<file path="src/rtl/krbp_pkg.sv">
// Shared constants for the key record bit packer.
`default_nettype none

package krbp_pkg;

	localparam int KRBP_MAX_OFFSET_WIDTH = 31;

	localparam int W_FIELD_BITS = 6;
	localparam int OFFSET_BITS  = 31;
	localparam int BOFF_BITS    = 3;
	localparam int BLEN_BITS    = 8;
	localparam int DATA_BITS    = 8;
	localparam int TAIL_BITS    = BOFF_BITS + BLEN_BITS;
	localparam int HDR_FIXED_BITS = W_FIELD_BITS + TAIL_BITS;

	localparam int TDATA_BITS = 56;
	localparam int OFFSET_LSB = 0;
	localparam int BOFF_LSB   = OFFSET_LSB + OFFSET_BITS;
	localparam int BLEN_LSB   = BOFF_LSB + BOFF_BITS;
	localparam int DATA_LSB   = BLEN_LSB + BLEN_BITS;

	localparam logic KIND_HEADER = 1'b0;
	localparam logic KIND_DATA   = 1'b1;

	localparam int FIFO_DEPTH = 4;

endpackage

`default_nettype wire

</file>
<file path="src/rtl/krbp_front.sv">
// Front end: accepts requests, tracks the open record and builds bit-run entries.
`default_nettype none

module krbp_front
	import krbp_pkg::*;
#(
	parameter int MAX_OFFSET_WIDTH = KRBP_MAX_OFFSET_WIDTH,
	localparam int HB    = HDR_FIXED_BITS + MAX_OFFSET_WIDTH,
	localparam int NB_W  = $clog2(HB + 1),
	localparam int ENT_W = HB + NB_W + 1
) (
	input  wire logic                   clk,
	input  wire logic                   arst_n,
	input  wire logic                   in_valid,
	output logic                        in_ready,
	input  wire logic                   kind,
	input  wire logic [OFFSET_BITS-1:0] rel_offset,
	input  wire logic [BOFF_BITS-1:0]   bit_pos,
	input  wire logic [BLEN_BITS-1:0]   bit_length,
	input  wire logic [DATA_BITS-1:0]   data_byte,
	output logic                        push_valid,
	input  wire logic                   push_ready,
	output logic [ENT_W-1:0]            push_entry
);

	localparam int EXT_W = (MAX_OFFSET_WIDTH > OFFSET_BITS) ? MAX_OFFSET_WIDTH : OFFSET_BITS;

	logic                        open_q;
	logic [BLEN_BITS-1:0]        left_q;

	logic                        s1_valid_q;
	logic                        s1_hdr_q;
	logic [W_FIELD_BITS-1:0]     s1_w_q;
	logic [MAX_OFFSET_WIDTH-1:0] s1_off_q;
	logic [TAIL_BITS-1:0]        s1_tail_q;
	logic [DATA_BITS-1:0]        s1_data_q;
	logic [3:0]                  s1_n_q;
	logic                        s1_close_q;

	logic                        accept;
	logic                        is_hdr;
	logic                        keep;
	logic [W_FIELD_BITS-1:0]     w_raw;
	logic                        sat;
	logic [W_FIELD_BITS-1:0]     w_sat;
	logic [EXT_W-1:0]            off_ext;
	logic [MAX_OFFSET_WIDTH-1:0] off_sat;
	logic [3:0]                  n;
	logic [DATA_BITS-1:0]        data_la;
	logic [BLEN_BITS-1:0]        left_next;

	logic [W_FIELD_BITS-1:0]           sh;
	logic [MAX_OFFSET_WIDTH+TAIL_BITS-1:0] lfield;
	logic [HB-1:0]                     ent_bits;
	logic [NB_W-1:0]                   ent_n;

	assign accept = in_valid && in_ready;
	assign is_hdr = (kind == KIND_HEADER);
	assign keep   = is_hdr ? !open_q : open_q;

	always_comb begin
		w_raw = W_FIELD_BITS'(1);
		for (int i = 1; i < OFFSET_BITS; i++) begin
			if (rel_offset[i]) begin
				w_raw = W_FIELD_BITS'(i + 1);
			end
		end
	end

	assign sat     = (w_raw > W_FIELD_BITS'(MAX_OFFSET_WIDTH));
	assign w_sat   = sat ? W_FIELD_BITS'(MAX_OFFSET_WIDTH) : w_raw;
	assign off_ext = EXT_W'(rel_offset);
	assign off_sat = sat ? {MAX_OFFSET_WIDTH{1'b1}} : off_ext[MAX_OFFSET_WIDTH-1:0];

	assign n         = (left_q < BLEN_BITS'(DATA_BITS)) ? left_q[3:0] : 4'(DATA_BITS);
	assign data_la   = DATA_BITS'(data_byte << (4'(DATA_BITS) - n));
	assign left_next = left_q - BLEN_BITS'(n);

	always_ff @(posedge clk or negedge arst_n) begin
		if (!arst_n) begin
			open_q     <= 1'b0;
			left_q     <= '0;
			s1_valid_q <= 1'b0;
		end else begin
			if (accept && keep) begin
				if (is_hdr) begin
					open_q <= (bit_length != '0);
					left_q <= bit_length;
				end else begin
					open_q <= (left_next != '0);
					left_q <= left_next;
				end
			end
			if (in_ready) begin
				s1_valid_q <= accept && keep;
			end
		end
	end

	always_ff @(posedge clk) begin
		if (accept) begin
			s1_hdr_q  <= is_hdr;
			s1_w_q    <= w_sat;
			s1_off_q  <= off_sat;
			s1_tail_q <= {bit_pos, bit_length};
			s1_data_q <= data_la;
			s1_n_q    <= n;
			s1_close_q <= is_hdr ? (bit_length == '0) : (left_next == '0);
		end
	end

	assign sh     = W_FIELD_BITS'(MAX_OFFSET_WIDTH) - s1_w_q;
	assign lfield = {s1_off_q, s1_tail_q} << sh;

	always_comb begin
		if (s1_hdr_q) begin
			ent_bits = {s1_w_q, lfield};
			ent_n    = NB_W'(HDR_FIXED_BITS) + NB_W'(s1_w_q);
		end else begin
			ent_bits = {s1_data_q, {(HB - DATA_BITS){1'b0}}};
			ent_n    = NB_W'(s1_n_q);
		end
	end

	assign push_valid = s1_valid_q;
	assign push_entry = {s1_close_q, ent_n, ent_bits};
	assign in_ready   = !s1_valid_q || push_ready;

	a_closed_no_left: assert property (@(posedge clk) disable iff (!arst_n)
		!open_q |-> (left_q == '0))
		else $error("closed record still expects data bits");

	a_data_run_nonempty: assert property (@(posedge clk) disable iff (!arst_n)
		(s1_valid_q && !s1_hdr_q) |-> (s1_n_q != '0))
		else $error("empty data run queued");

endmodule

`default_nettype wire

</file>
<file path="src/rtl/krbp_fifo.sv">
// Short entry queue between the front end and the back end.
`default_nettype none

module krbp_fifo
	import krbp_pkg::*;
#(
	parameter int WIDTH = 8
) (
	input  wire logic             clk,
	input  wire logic             arst_n,
	input  wire logic             wr_valid,
	output logic                  wr_ready,
	input  wire logic [WIDTH-1:0] wr_data,
	output logic                  rd_valid,
	input  wire logic             rd_ready,
	output logic [WIDTH-1:0]      rd_data
);

	localparam int PTR_W = (FIFO_DEPTH > 1) ? $clog2(FIFO_DEPTH) : 1;
	localparam int CNT_W = $clog2(FIFO_DEPTH + 1);

	logic [WIDTH-1:0] mem_q [FIFO_DEPTH];
	logic [PTR_W-1:0] wr_ptr_q;
	logic [PTR_W-1:0] rd_ptr_q;
	logic [CNT_W-1:0] count_q;
	logic             do_wr;
	logic             do_rd;

	assign wr_ready = (count_q != CNT_W'(FIFO_DEPTH));
	assign rd_valid = (count_q != '0);
	assign rd_data  = mem_q[rd_ptr_q];
	assign do_wr    = wr_valid && wr_ready;
	assign do_rd    = rd_valid && rd_ready;

	always_ff @(posedge clk or negedge arst_n) begin
		if (!arst_n) begin
			wr_ptr_q <= '0;
			rd_ptr_q <= '0;
			count_q  <= '0;
		end else begin
			if (do_wr) begin
				wr_ptr_q <= (wr_ptr_q == PTR_W'(FIFO_DEPTH - 1)) ? '0 : wr_ptr_q + 1'b1;
			end
			if (do_rd) begin
				rd_ptr_q <= (rd_ptr_q == PTR_W'(FIFO_DEPTH - 1)) ? '0 : rd_ptr_q + 1'b1;
			end
			if (do_wr && !do_rd) begin
				count_q <= count_q + 1'b1;
			end else if (do_rd && !do_wr) begin
				count_q <= count_q - 1'b1;
			end
		end
	end

	always_ff @(posedge clk) begin
		if (do_wr) begin
			mem_q[wr_ptr_q] <= wr_data;
		end
	end

endmodule

`default_nettype wire

</file>
<file path="src/rtl/krbp_back.sv">
// Back end: merges bit runs into the accumulator and emits packed bytes.
`default_nettype none

module krbp_back
	import krbp_pkg::*;
#(
	parameter int MAX_OFFSET_WIDTH = KRBP_MAX_OFFSET_WIDTH,
	localparam int HB    = HDR_FIXED_BITS + MAX_OFFSET_WIDTH,
	localparam int NB_W  = $clog2(HB + 1),
	localparam int ENT_W = HB + NB_W + 1
) (
	input  wire logic             clk,
	input  wire logic             arst_n,
	input  wire logic             e_valid,
	output logic                  e_ready,
	input  wire logic [ENT_W-1:0] e_entry,
	output logic                  out_valid,
	input  wire logic             out_ready,
	output logic [DATA_BITS-1:0]  out_byte,
	output logic                  out_last
);

	localparam int ACC_W  = HB + DATA_BITS - 1;
	localparam int HELD_W = $clog2(ACC_W + 1);

	logic [ACC_W-1:0]     acc_q;
	logic [HELD_W-1:0]    held_q;
	logic                 close_q;
	logic                 out_valid_q;
	logic [DATA_BITS-1:0] out_byte_q;
	logic                 out_last_q;

	logic [HB-1:0]        e_bits;
	logic [NB_W-1:0]      e_n;
	logic                 e_close;
	logic                 out_free;
	logic                 emit;
	logic                 last_byte;
	logic [ACC_W-1:0]     acc_e;
	logic [HELD_W-1:0]    held_e;
	logic                 close_e;
	logic                 pop;

	assign {e_close, e_n, e_bits} = e_entry;

	assign out_free  = !out_valid_q || out_ready;
	assign emit      = out_free && ((held_q >= HELD_W'(DATA_BITS)) || (close_q && held_q != '0));
	assign last_byte = close_q && (held_q <= HELD_W'(DATA_BITS));

	always_comb begin
		if (emit) begin
			acc_e   = acc_q << DATA_BITS;
			held_e  = (held_q >= HELD_W'(DATA_BITS)) ? held_q - HELD_W'(DATA_BITS) : '0;
			close_e = close_q && !last_byte;
		end else begin
			acc_e   = acc_q;
			held_e  = held_q;
			close_e = close_q;
		end
	end

	assign pop     = e_valid && (held_e < HELD_W'(DATA_BITS)) && !close_e;
	assign e_ready = pop;

	always_ff @(posedge clk or negedge arst_n) begin
		if (!arst_n) begin
			held_q      <= '0;
			close_q     <= 1'b0;
			out_valid_q <= 1'b0;
		end else begin
			if (pop) begin
				held_q  <= held_e + HELD_W'(e_n);
				close_q <= e_close;
			end else begin
				held_q  <= held_e;
				close_q <= close_e;
			end
			if (emit) begin
				out_valid_q <= 1'b1;
			end else if (out_ready) begin
				out_valid_q <= 1'b0;
			end
		end
	end

	always_ff @(posedge clk or negedge arst_n) begin
		if (!arst_n) begin
			acc_q <= '0;
		end else if (pop) begin
			acc_q <= acc_e | ({e_bits, {(DATA_BITS - 1){1'b0}}} >> held_e);
		end else begin
			acc_q <= acc_e;
		end
	end

	always_ff @(posedge clk) begin
		if (emit) begin
			out_byte_q <= acc_q[ACC_W-1 -: DATA_BITS];
			out_last_q <= last_byte;
		end
	end

	assign out_valid = out_valid_q;
	assign out_byte  = out_byte_q;
	assign out_last  = out_last_q;

	a_close_has_bits: assert property (@(posedge clk) disable iff (!arst_n)
		close_q |-> (held_q != '0))
		else $error("record close pending with no bits held");

	a_last_clears: assert property (@(posedge clk) disable iff (!arst_n)
		(emit && last_byte && !pop) |=> (held_q == '0 && !close_q))
		else $error("accumulator not empty after final byte");

endmodule

`default_nettype wire

</file>
<file path="src/rtl/key_record_bit_packer_top.sv">
// Top level of the key record bit packer.
// Path: front-end stage, entry queue, accumulator, then the output register that holds each byte.
// Rates: a request per cycle while the queue has room, a byte per cycle while m_tready is high.
// A header adds 17 + w bits to the packed stream; a data request adds at most eight.
// A request is taken while bytes wait: the entry queue and output register split front and back.
// Reset: arst_n clears the open record, the queue and the accumulator asynchronously.
`default_nettype none

module key_record_bit_packer_top
	import krbp_pkg::*;
#(
	parameter int MAX_OFFSET_WIDTH = KRBP_MAX_OFFSET_WIDTH
) (
	input  wire logic                  clk,
	input  wire logic                  arst_n,
	input  wire logic                  s_tvalid,
	output logic                       s_tready,
	input  wire logic [TDATA_BITS-1:0] s_tdata,  // rel_offset, bit_pos, bit_length, data_byte
	input  wire logic                  s_tuser,  // kind
	output logic                       m_tvalid,
	input  wire logic                  m_tready,
	output logic [DATA_BITS-1:0]       m_tdata,  // packed_byte
	output logic                       m_tlast   // last
);

	localparam int HB    = HDR_FIXED_BITS + MAX_OFFSET_WIDTH;
	localparam int NB_W  = $clog2(HB + 1);
	localparam int ENT_W = HB + NB_W + 1;

	logic             push_valid;
	logic             push_ready;
	logic [ENT_W-1:0] push_entry;
	logic             pop_valid;
	logic             pop_ready;
	logic [ENT_W-1:0] pop_entry;

	krbp_front #(
		.MAX_OFFSET_WIDTH(MAX_OFFSET_WIDTH)
	) u_front (
		.clk        (clk),
		.arst_n     (arst_n),
		.in_valid   (s_tvalid),
		.in_ready   (s_tready),
		.kind       (s_tuser),
		.rel_offset (s_tdata[OFFSET_LSB +: OFFSET_BITS]),
		.bit_pos    (s_tdata[BOFF_LSB +: BOFF_BITS]),
		.bit_length (s_tdata[BLEN_LSB +: BLEN_BITS]),
		.data_byte  (s_tdata[DATA_LSB +: DATA_BITS]),
		.push_valid (push_valid),
		.push_ready (push_ready),
		.push_entry (push_entry)
	);

	krbp_fifo #(
		.WIDTH(ENT_W)
	) u_fifo (
		.clk     (clk),
		.arst_n  (arst_n),
		.wr_valid(push_valid),
		.wr_ready(push_ready),
		.wr_data (push_entry),
		.rd_valid(pop_valid),
		.rd_ready(pop_ready),
		.rd_data (pop_entry)
	);

	krbp_back #(
		.MAX_OFFSET_WIDTH(MAX_OFFSET_WIDTH)
	) u_back (
		.clk      (clk),
		.arst_n   (arst_n),
		.e_valid  (pop_valid),
		.e_ready  (pop_ready),
		.e_entry  (pop_entry),
		.out_valid(m_tvalid),
		.out_ready(m_tready),
		.out_byte (m_tdata),
		.out_last (m_tlast)
	);

endmodule

`default_nettype wire
</file>
<file path="config.mk">
export PLATFORM = sky130hd
export DESIGN_NAME = key_record_bit_packer_top
export DESIGN_NICKNAME = d
export VERILOG_FILES = /design/src/rtl/krbp_pkg.sv /design/src/rtl/krbp_front.sv /design/src/rtl/krbp_fifo.sv /design/src/rtl/krbp_back.sv /design/src/rtl/key_record_bit_packer_top.sv
export SDC_FILE = /design/constraint.sdc
export NUM_CORES = 1
export LEC_CHECK = 0
export ABC_AREA = 1
export BUFFER_PORTS_ARGS = -buffer_cell sky130_fd_sc_hd__buf_2
export CORE_MARGIN = 3
export CORE_UTILIZATION = 57
export DETAILED_ROUTE_END_ITERATION = 8
export GPL_ROUTABILITY_DRIVEN = 0
export PLACE_DENSITY = 0.77
export RECOVER_POWER = 50
export SETUP_SLACK_MARGIN = 0.3
export SLEW_MARGIN = 10
export SYNTH_ARGS = -nofsm -noshare
export SYNTH_HDL_FRONTEND = slang
export SYNTH_HIERARCHICAL = 1
export SYNTH_SLANG_ARGS = --single-unit
</file>
<file path="constraint.sdc">
create_clock -name clk -period 6.4 [get_ports clk]
set_input_delay 0.32 -clock clk [delete_from_list [all_inputs] [get_ports clk]]
set_output_delay 0.32 -clock clk [all_outputs]
set_load 0.01 [all_outputs]
</file>
* Yosys cells after proc, flatten, opt, wreduce, memory -nomap -nowiden
Memories as Yosys holds them, arrays and structs flattened.
Cells that the tools add are included.
** Word-level totals
- Memories kept :: 1
- RAM bits :: 220
- Bits in latches :: 0
- Word-level logic and storage cells :: 125
- ROM bits :: 0
- Output and inout bits :: 11
- Register bits after elaboration :: 151
** Cells by class
- Multipliers :: 0
- Divide/modulo/power cells :: 0
- Magnitude comparators :: 5
- Bitwise operators :: 2
- Shift operators :: 3
- Eq/ne operators :: 3
- Reduce and logical (&&, ||, !) cells :: 30
- Add/sub/neg operators :: 10
- Mux-type cells :: 52
** Memory list
- u_fifo.mem_q :: depth 4, width 55, read ports 1, clocked after memory_dff 0, write ports 1, line krbp_fifo.sv:22 : logic [WIDTH-1:0] mem_q [FIFO_DEPTH];
** Operator list (number)
- $mux W6 :: 33
- $mux W55 :: 2
- $or A55 B55 Y55 :: 1
- $shr A55 B6 Y55 :: 1
- $mux W48 :: 1
- $shl A42 B6 Y42 :: 1
- $logic_not A8 Y1 :: 2
- $reduce_bool A8 Y1 :: 2
- $logic_and A1 B1 Y1 :: 12
- $mux W1 :: 9
- $lt A8 B4 Y1 const B :: 1
- $mux W8 :: 1
- $shl A8 B4 Y8 :: 1
- $sub A8 B4 Y8 :: 1
- $logic_not A1 Y1 :: 7
- $add A5 B6 Y6 const A :: 1
- $add A6 B6 Y6 :: 1
- $ge A6 B4 Y1 const B :: 1
- $gt A6 B5 Y1 const B :: 1
- $le A6 B4 Y1 const B :: 1
- $lt A6 B4 Y1 const B :: 1
- $mux W2 :: 3
- $mux W3 :: 2
- $reduce_bool A6 Y1 :: 1
- 13 further kinds :: 18

* Depth between registers and ports, before layout
Gate-level depths: netlist (run 1).
- Depth after elaboration :: 31
- Gate-level depth with buffers :: 30
- Gate-level depth less buffers :: 30

* Cells and area by module
Netlist (run 1), hierarchy kept.
** Modules (own cells, without submodules)
- krbp_fifo :: cells an instance 700, area an instance 9532.9 um^2, seq. area each 6781.5 um^2, times used 1
- krbp_front :: cells an instance 782, area an instance 5401.4 um^2, seq. area each 2082.0 um^2, times used 1
- krbp_back :: cells an instance 752, area an instance 5208.7 um^2, seq. area each 1846.8 um^2, times used 1

* Worst setup path after synthesis (run 1)
OpenSTA, ideal clock, no wires.
- Path type :: register to register
- Start :: register u_fifo.count_q[0]
- End :: register u_front.left_q[3]
- Arrival :: 6.809 ns
- Slack :: -0.492 ns
- Path buffers :: 1
- Cell stages (with the launch flop) :: 10
- Required time :: 6.318 ns
- Cells stage by stage :: dfrtp_1 > inv_2 > nand3_1 > inv_1 > a21boi_0 > nand2_1 > inv_1 > clkbuf_1 > o21ai_0 > o22ai_1
** Between the ends
- Cells in the longest elaborated chain, start to end :: 4
** Ends and longest elaborated chain
- start: declaration :: line krbp_fifo.sv:25 : logic [CNT_W-1:0] count_q;
- start signal: assignment :: line krbp_fifo.sv:48 : count_q <= count_q + 1'b1;
- start signal: assignment :: line krbp_fifo.sv:50 : count_q <= count_q - 1'b1;
- $ne A3 B3 Y1 :: line krbp_fifo.sv:29 : assign wr_ready = (count_q != CNT_W'(FIFO_DEPTH));
- named net push_ready :: line key_record_bit_packer_top.sv:31 : logic push_ready;
- $logic_or A1 B1 Y1 :: line krbp_front.sv:127 : assign in_ready = !s1_valid_q || push_ready;
- $logic_and A1 B1 Y1 :: line krbp_front.sv:57 : assign accept = in_valid && in_ready;
- named net u_front.accept :: line krbp_front.sv:40 : logic accept;
- $logic_and A1 B1 Y1 :: line krbp_front.sv:85 : if (accept && keep) begin
- end signal: assignment :: line krbp_front.sv:88 : left_q <= bit_length;
- end signal: assignment :: line krbp_front.sv:91 : left_q <= left_next;
- end: declaration :: line krbp_front.sv:29 : logic [BLEN_BITS-1:0] left_q;
The timed path passes the listed nets, and every way through them passes these cells.
A chain may end at the register's enable or synchronous reset.

* Worst setup path after layout (run 1)
- Start :: register u_fifo.count_q[1]
- End :: register u_front.left_q[2]
The elaborated chain is that of the path after synthesis.

==> impl_metrics.py, run 1 <==
metrics = {
    "sta": {
        "hold_viol_final": 0,
        "max_slew_margin": -1.40,
        "clock.fmax_ghz": 0.204,
        "post-route-period-util": 0.767,
        "worst_pin_slew_ns": 3.59,
        "report.final.slew_viol_count": 330,
        "finalSetupViolCount": 0,
        "min_period_ns": 4.91,
        "rsz0062_at_grt": "no",
        "fin_setup_tns_ns": 0,
        "fin_skew_ns": 0.0206,
    },
    "yosys": {
        "yosys-top-cells-area": "edfxtp_1 (43%), nand2_1 (11%), dfrtp_1 (9.9%), inv_1 (5.0%), o211ai_1 (4.6%)",
        "yosysUniqueCellTypes": 55,
        "synth_seq_cells": 370,
        "postSynthCellCount": 2234,
        "async_flop_share": 0.216,
        "netlist_area_um2": 20100,
        "yosysMostFrequentCell": "nand2_1",
        "yosysTopAreaCell": "edfxtp_1",
        "yosysSeqAreaShare": 0.532,
        "synth_top_area_frac": 0.432,
        "synth_edf_count": 290,
        "synth_nets": 2312,
        "syn_avg_cell_area_um2": 9.02,
        "synth_ff_type": "edfxtp_1",
        "synth_warnings": 6,
        "synthTopCellsByCount": "nand2_1 (596), edfxtp_1 (290), inv_1 (270), nand3_1 (183), o21ai_0 (168)",
    },
    "global_route": {
        "grt_overflow": 0,
        "grt_pass1_vias": 14796,
        "antenna_found_initial": 1,
        "grt_max_degree": 166,
        "track_usage": 0.240,
        "grt_pass1_wl_um": 74000,
    },
    "critical_path": {
        "critical_path_class": "flop to flop",
        "crit_start": "u_fifo/count_q[1]",
        "max_stage_delay_ns": 2.22,
        "start_kind": "flop",
        "slowest_stage": "clkbuf_1",
        "cp_data_required_time_ns": 6.85,
        "r2r-start": "u_fifo/count_q[1]",
        "reg2reg_depth": 9,
        "arrival_ns": 5.36,
        "worstPathMaxFanout": 62,
        "critPathMostFrequentCell": "inv_1",
        "path_cells": "clkinv_1, nand3_1, inv_1, a21boi_4, clkbuf_1, nand2_1, inv_1, o21ai_0, o22ai_1",
        "end_kind": "flop",
    },
    "cells_and_area": {
        "antenna_cells": 0,
        "instances_no_fill": 2729,
        "synthToLayoutAreaGrowth_pct": 9.42,
        "final_nets": 2321,
        "post-route-util": 0.635,
        "drive_gt1_frac": 0.0809,
    },
    "detailed_routing": {
        "routed_wl_um": 45800,
        "drc_errors": 0,
        "vias": 15597,
        "initialDrtViolationCount": 1555,
        "ant_nets": 0,
        "routedWlPerCell_um": 16.8,
        "drt_first_pass_iters": 6,
        "vias_per_cell": 5.72,
    },
    "job": {
        "cap_violations": 6,
    },
    "floorplanning": {
        "io-pin-count": 72,
        "row_count": 68,
        "die_y_um": 194,
        "coreArea_um2": 34700,
        "die_w_um": 194,
        "initial_utilization": 0.580,
        "die_area_um2": 37600,
    },
    "cts": {
        "cts_tree": "yes",
        "postCtsSetupBuffers": 0,
        "numClockSinks": 370,
        "cts_root_buffer": "clkbuf_16",
        "htree_levels": 2,
        "worstSkewPairLatency_ns": 0.54,
        "clock_path_buffers": 3,
        "numCtsBuffers": 40,
        "cts.clk_slew.worst_paths_ns": 0.06,
    },
    "placement": {
        "dp_cells": 2615,
        "dp_hpwl_um": 30200,
        "io_buffers": 65,
    },
    "worst_hold_path": {
        "hold_start": "s_tdata[27]",
        "hold-path-cell-count": 1,
        "holdCritPathClass": "input port to flop",
    },
    "outcome": {
        "status": "finished, violations left",
        "violations": "capacitance limit, slew limit",
    },
    "pwr": {
        "powerDensity_nw_per_um2": 467,
        "p_leak_nw": 9.26,
        "vdd_drop_max_uv": 317,
    },
}
==> repair_timing <==
action                                  CTS  global route
resized for setup                         0             0
endpoints found under the hold margin    57             0
hold buffers                             41             0
endpoints found under the setup margin    0             0
==> layer usage <==
layer / routed length, um / GRT usage / vias up
met3: 2820 / 0.0316 / 108
met5: 0 / 0 / -
li1: - / - / 7606
met2: 21800 / 0.406 / 557
met1: 19600 / 0.322 / 7326
met4: 1560 / 0.0811 / 0
==> registers in the layout (all words and copies together), names as in the netlist, 2 cells and up <==
signal / flops
u_fifo/mem_q: 220
u_back/acc_q: 55
u_front/s1_off_q: 31
u_front/s1_tail_q: 11
u_back/out_byte: 8
u_front/left_q: 8
u_front/s1_data_q: 8
u_back/held_q: 6
u_front/s1_w_q: 5
u_front/s1_n_q: 4
u_fifo/count_q: 3
u_fifo/rd_ptr_q: 2
u_fifo/wr_ptr_q: 2
==> stage by stage <==
step	cell area, um^2	power (mW)	hold slack, ns	worst slack (ns)
CTS	22100	10.3	0.00255	2.03
detailed placement	20400	7.91	0.204	2.02
global route	22000	11.0	0.0918	0.950
global placement	20400	7.77	0.197	2.16
finish	22000	10.3	0.0974	1.49
floorplan	20100	6.99	0.0244	1.41
==> path summary, 6_finish.rpt <==
kind | slack (ns) | to
min in group asynchronous | 0.47 | u_back/acc_q[33]
min | 0.1 | u_front/s1_off_q[27]
max | 1.49 | u_front/left_q[2]
min reg2reg | 0.45 | u_back/out_byte[0]
max in group asynchronous | 4.39 | u_fifo/rd_ptr_q[0]
max reg2reg | 1.49 | u_front/left_q[2]
==> layout by cell type, fill, tap and decap left out, types with 20 or more instances in the layout <==
cell type / n
o211ai_1: 124
a21oi_1: 29
o22ai_1: 30
o21ai_0: 168
dfrtp_1: 78
nand2_1: 595
clkbuf_1: 66
mux2i_1: 28
nor2_1: 74
clkbuf_16: 41
nand3_1: 183
dlygate4sd3_1: 41
o211ai_2: 55
o21ai_1: 20
inv_1: 272
edfxtp_1: 290
==> kinds of logic after synthesis <==
kind of cell | after synthesis | share of synthesized area
adders and majority gates | 17 | 0.0113
AOI/OAI and AO/OA | 457 | 0.156
DFF | 370 | 0.532
buffers and inverters | 451 | 0.0972
other | 1 | 0.000186
xor gates and xnor gates | 11 | 0.00478
and+or+nand+nor | 899 | 0.185
muxes | 28 | 0.0139
==> area by class of cell <==
cell class,count,area [um^2]
Inverter,291,1090
Timing Repair Buffer,127,821
Multi-Input combinational cell,1413,7510
Clock inverter,21,269
Sequential cell,370,10700
Fill cell,2785,12700
Clock buffer,52,1070
Tap cell,455,569
==> critical path: cells and delay by family (launching register included) <==
family | cells | cell delay [ns]
compound gates | 3 | 0.47
flops | 1 | 0.40
buf+inv | 4 | 3.02
simple gates | 2 | 0.93
==> report_power, final <==
group          internal (mW)  switching [mW]  leakage, nW
Clock                   1.42           0.922        0.642
Combinational           1.36            2.98         4.94
Sequential              3.29           0.319         3.67
No activity file was read; power rests on OpenSTA's default activity.
==> run 2, diff against run 1 <==
--- a/config.mk
+++ b/config.mk
@@ -8,10 +8,10 @@
 export ABC_AREA = 1
 export BUFFER_PORTS_ARGS = -buffer_cell sky130_fd_sc_hd__buf_2
 export CORE_MARGIN = 3
-export CORE_UTILIZATION = 57
+export CORE_UTILIZATION = 63
 export DETAILED_ROUTE_END_ITERATION = 8
 export GPL_ROUTABILITY_DRIVEN = 0
-export PLACE_DENSITY = 0.77
+export PLACE_DENSITY = 0.81
 export RECOVER_POWER = 50
 export SETUP_SLACK_MARGIN = 0.3
 export SLEW_MARGIN = 10
==> constraint.sdc (replaced) <==
create_clock -name clk -period 4.9 [get_ports clk]
set_input_delay 0.245 -clock clk [delete_from_list [all_inputs] [get_ports clk]]
set_output_delay 0.245 -clock clk [all_outputs]
set_load 0.01 [all_outputs]
==> impl_metrics.py, run 2 (synthesized netlist as in run 1, its figures left out) <==
metrics = {
    "detailed_routing": {
        "drt_first_pass_iters": 7,
        "routed_wl_um": 46200,
        "ant_nets": 0,
        "routedWlPerCell_um": 17.3,
        "met2_wirelength_um": 22800,
        "vias_per_cell": 5.87,
        "wl_met1_um": 19300,
        "vias": 15705,
        "routed.top_layer": "met4",
        "routed-wl-met3_um": 2850,
        "drc_errors": 0,
        "initialDrtViolationCount": 1557,
    },
    "critical_path": {
        "worstPathMaxFanout": 55,
        "reg2reg_depth": 5,
        "crit_start": "u_fifo/count_q[1]",
        "cp_data_required_time_ns": 4.94,
        "slowest_stage": "clkbuf_1",
        "worst-path-buf-inv": 2,
        "critical_path_class": "flop to flop",
        "critical-path-top-delay-family": "buffers and inverters",
        "rrSetupSlack_ns": 0.93,
        "start_kind": "flop",
        "worstSetupPathDepth": 5,
        "r2r-start": "u_fifo/count_q[1]",
        "path_cells": "clkinv_1, nand3_1, nand2_1, nor2_4, clkbuf_1",
        "arrival_ns": 4.01,
        "end_kind": "flop",
        "critPathCapture": "u_fifo/mem_q[1][13]",
        "max_stage_delay_ns": 2.42,
        "r2r_end": "u_fifo/mem_q[1][13]",
    },
    "cells_and_area": {
        "final_cell_mix": "nand2_1 (595), edfxtp_1 (290), inv_1 (272)",
        "antenna_cells": 0,
        "largest_register": "u_fifo/mem_q",
        "post-route-util": 0.702,
        "design_area_um2": 21800,
        "largest_register_ff_count": 220,
        "layout_commonest_cell": "nand2_1",
        "drive_gt1_frac": 0.0812,
        "reg_top3": "u_fifo/mem_q x220, u_back/acc_q x55, u_front/s1_off_q x31",
        "synthToLayoutAreaGrowth_pct": 8.32,
        "final_nets": 2328,
    },
    "global_route": {
        "track_usage": 0.275,
        "grt_pass1_vias": 15163,
        "antenna_found_initial": 0,
        "grt_pass1_wl_um": 75300,
        "grt_overflow": 0,
        "grt_max_degree": 94,
    },
    "floorplanning": {
        "die_area_um2": 34200,
        "initial_utilization": 0.648,
        "io-pin-count": 72,
        "die_y_um": 185,
        "row_count": 64,
        "coreArea_um2": 31100,
        "die_w_um": 185,
    },
    "sta": {
        "fin_skew_ns": 0.0219,
        "clock.fmax_ghz": 0.252,
        "fin_setup_tns_ns": 0,
        "worst_pin_slew_ns": 3.44,
        "rsz0062_at_grt": "no",
        "hold_viol_final": 0,
        "report.final.slew_viol_count": 232,
        "max_slew_margin": -1.30,
        "finalSetupViolCount": 0,
        "fin_ws_ns": 0.934,
        "post-route-period-util": 0.809,
        "min_period_ns": 3.97,
    },
    "placement": {
        "dp_hpwl_um": 30600,
        "place_area_um2": 20400,
        "io_buffers": 65,
        "preCtsSetupSlack_ns": 1.21,
    },
    "cts": {
        "ctsResizeCount": 0,
        "numCtsBuffers": 38,
        "cts_root_buffer": "clkbuf_16",
        "cts_tree": "yes",
        "htree_levels": 2,
        "worstSkewPairLatency_ns": 0.53,
        "cts.clk_slew.worst_paths_ns": 0.06,
        "numClockSinks": 370,
        "clock_path_buffers": 3,
    },
    "worst_hold_path": {
        "holdCritPathClass": "input port to flop",
    },
    "pwr": {
        "finalPower_mw": 13.0,
        "p_leak_nw": 9.23,
        "vdd_drop_max_uv": 422,
        "powerDensity_nw_per_um2": 597,
    },
    "job": {
        "cap_violations": 6,
    },
    "outcome": {
        "violations": "capacitance limit, slew limit",
        "status": "finished, violations left",
    },
}
==> run 2: area by class of cell <==
cell class / count / area [um^2]
flip-flops and latches: 370 / 10700
fillers: 2317 / 9250
multi-input cells: 1413 / 7480
inverters: 291 / 1090
clock buffers: 45 / 987
repair buffers: 136 / 888
well taps: 396 / 495
clock inverters: 24 / 159
==> run 2: worst min path at each step <==
stage,startpoint,end,cells after the start
floorplan,arst_n,u_back/acc_q[0],0
global placement,arst_n,u_back/acc_q[29],1
detailed placement,arst_n,u_back/acc_q[35],1
CTS,s_tuser,u_front/left_q[1],3
global route,s_tdata[42],u_front/s1_data_q[2],3
finish,s_tdata[42],u_front/s1_data_q[2],3
==> run 2: timing repair <==
item	CTS	global route
hold buffers	43	0
hold endpoints to repair	89	0
setup buffers	0	0
==> run 2: worst reg2reg max path, stage by stage (launching register included) <==
cell      delay (ns)
dfrtp_1         0.38
clkinv_1        0.11
nand3_1         0.15
nand2_1         0.23
nor2_4          0.13
clkbuf_1        2.42
==> run 2: power breakdown <==
group	switching, mW	leakage (nW)	internal, mW
clock network	1.17	0.565	1.50
logic	3.89	4.99	1.79
registers	0.420	3.67	4.27
==> run 2: routing by layer <==
layer	vias up	GRT usage
li1	7618	-
met1	7365	0.360
met2	623	0.480
met3	99	0.0357
met4	0	0.0858
met5	-	0
==> run 2: metrics by stage <==
stage | instances | hold WS (ns)
2_1_floorplan | 2234 | -0.0506
3_3_place_gp | 2563 | 0.317
3_5_place_dp | 2563 | 0.325
4_1_cts | 2675 | 0.0605
5_1_grt | 2675 | 0.131
6_report | 2675 | 0.139
==> run 3, diff against run 2 <==
--- a/config.mk
+++ b/config.mk
@@ -8,10 +8,10 @@
 export ABC_AREA = 1
 export BUFFER_PORTS_ARGS = -buffer_cell sky130_fd_sc_hd__buf_2
 export CORE_MARGIN = 3
-export CORE_UTILIZATION = 63
+export CORE_UTILIZATION = 57
 export DETAILED_ROUTE_END_ITERATION = 8
 export GPL_ROUTABILITY_DRIVEN = 0
-export PLACE_DENSITY = 0.81
+export PLACE_DENSITY = 0.77
 export RECOVER_POWER = 50
 export SETUP_SLACK_MARGIN = 0.3
 export SLEW_MARGIN = 10
==> constraint.sdc (replaced) <==
create_clock -name clk -period 3.2 [get_ports clk]
set_input_delay 0.16 -clock clk [delete_from_list [all_inputs] [get_ports clk]]
set_output_delay 0.16 -clock clk [all_outputs]
set_load 0.01 [all_outputs]
==> impl_metrics.py, run 3 (synthesized netlist as in run 1, its figures left out) <==
metrics = {
    "cells_and_area": {
        "instances_no_fill": 2753,
        "design_area_um2": 22300,
        "largest_register_ff_count": 220,
        "reg_top3": "u_fifo/mem_q x220, u_back/acc_q x55, u_front/s1_off_q x31",
        "largest_register": "u_fifo/mem_q",
        "drive_gt1_frac": 0.0927,
        "antenna_cells": 0,
        "final_nets": 2347,
        "final_cell_mix": "nand2_1 (595), edfxtp_1 (290), inv_1 (273)",
        "layout_commonest_cell": "nand2_1",
        "synthToLayoutAreaGrowth_pct": 10.6,
    },
    "cts": {
        "cts_tree": "yes",
        "cts.clk_slew.worst_paths_ns": 0.06,
        "postCtsSetupBuffers": 0,
        "numClockSinks": 370,
        "clock_path_buffers": 3,
        "htree_levels": 2,
        "worstSkewPairLatency_ns": 0.54,
        "numCtsBuffers": 39,
        "cts_root_buffer": "clkbuf_16",
    },
    "job": {
        "cap_violations": 5,
    },
    "pwr": {
        "p_leak_nw": 9.40,
        "vdd_drop_max_uv": 506,
        "powerDensity_nw_per_um2": 928,
    },
    "detailed_routing": {
        "vias": 15695,
        "ant_nets": 0,
        "routed_wl_um": 46600,
        "vias_per_cell": 5.70,
        "initialDrtViolationCount": 1364,
        "routedWlPerCell_um": 16.9,
        "drt_first_pass_iters": 6,
        "drc_errors": 0,
    },
    "worst_hold_path": {
        "hold-path-cell-count": 4,
        "hold_start": "m_tready",
        "holdPathEnd": "u_back/out_valid",
        "holdCritPathClass": "input port to flop",
    },
    "sta": {
        "fin_skew_ns": 0.0173,
        "post-route-period-util": 0.898,
        "min_period_ns": 2.87,
        "worst_pin_slew_ns": 2.11,
        "rsz0062_at_grt": "no",
        "hold_viol_final": 0,
        "max_slew_margin": -0.406,
        "clock.fmax_ghz": 0.348,
        "finalSetupViolCount": 0,
        "report.final.slew_viol_count": 242,
    },
    "global_route": {
        "antenna_found_initial": 0,
        "grt_max_degree": 94,
        "track_usage": 0.245,
        "grt_overflow": 0,
        "grt_pass1_vias": 15154,
        "grt_pass1_wl_um": 75700,
    },
    "critical_path": {
        "start_kind": "flop",
        "rrSetupSlack_ns": 0.33,
        "slowest_stage": "clkbuf_2",
        "critical_path_class": "flop to flop",
        "cp_data_required_time_ns": 3.32,
        "r2r_end": "u_fifo/mem_q[3][4]",
        "end_kind": "flop",
        "r2r-start": "u_fifo/count_q[0]",
        "worstPathMaxFanout": 55,
        "reg2reg_depth": 5,
        "max_stage_delay_ns": 1.19,
        "arrival_ns": 3.00,
        "crit_start": "u_fifo/count_q[0]",
        "path_cells": "inv_1, nand3_1, nand2_1, nor2_4, clkbuf_2",
    },
    "floorplanning": {
        "die_area_um2": 37600,
        "die_y_um": 194,
        "io-pin-count": 72,
        "initial_utilization": 0.580,
        "row_count": 68,
        "die_w_um": 194,
        "coreArea_um2": 34700,
    },
    "outcome": {
        "violations": "capacitance limit, slew limit",
        "status": "finished, violations left",
    },
    "placement": {
        "place_area_um2": 20700,
        "io_buffers": 65,
        "dp_cells": 2639,
        "dp_hpwl_um": 31000,
    },
}
[run 3: how the worst max path moves through the flow]
stage | end | depth (start not counted) | slack, ns
2_1_floorplan | u_fifo/mem_q[0][0] | 4 | -0.31
3_3_place_gp | u_front/s1_data_q[7] | 16 | 0.64
3_5_place_dp | u_front/s1_data_q[7] | 16 | 0.59
4_1_cts | u_front/s1_data_q[6] | 15 | 0.55
5_1_grt | u_fifo/mem_q[3][36] | 5 | 0.15
6_report | u_fifo/mem_q[3][4] | 5 | 0.33
[run 3: final cells by class]
cell class	count	area (um^2)
fill	2733	12400
sequential	370	10700
multi-input combinational	1413	7500
timing repair buffer	154	1100
inverter	291	1090
clock buffer	48	1050
tap	455	569
clock inverter	22	238
[run 3: repair_timing]
action / in CTS / in global routing
endpoints found under the hold margin: 88 / 0
endpoints found under the setup margin: 0 / 2
hold buffers: 44 / 0
resized for setup: 0 / 1
[run 3: critical path, delay by kind of cell (launching register included)]
kind / cells / cell delay (ns)
DFF: 1 / 0.41
and+or+nand+nor: 3 / 0.72
buffers and inverters: 2 / 1.27
[run 3: where the power goes]
part / leakage [nW] / switching, mW / internal [mW] / total (mW)
Combinational: 5.10 / 6.06 / 2.92 / 8.98
Clock: 0.621 / 1.87 / 2.67 / 4.54
Sequential: 3.67 / 0.610 / 6.53 / 7.14
Total: 9.40 / 8.54 / 12.1 / 20.7
[run 3: per-layer routing]
| layer | global-route usage | vias to the layer above | part of all wire |
|---|---|---|---|
| met3 | 0.0320 | 105 | 0.056 |
| met5 | 0 | - | 0 |
| met2 | 0.424 | 554 | 0.49 |
| met4 | 0.0862 | 0 | 0.032 |
| li1 | - | 7650 | - |
| met1 | 0.319 | 7386 | 0.42 |
[run 3: through the flow]
stage / hold slack [ns] / total power [mW] / utilization / TNS [ns] / setup WS [ns]
floorplan: -0.136 / 14.0 / - / -67.77 / -0.308
detailed placement: 0.161 / 16.1 / 0.596 / 0 / 0.586
finish: 0.0326 / 20.7 / 0.642 / 0 / 0.326
global route: 0.0669 / 22.2 / 0.642 / 0 / 0.154
global placement: 0.150 / 15.8 / 0.596 / 0 / 0.644
CTS: 0.0258 / 20.7 / 0.646 / 0 / 0.554
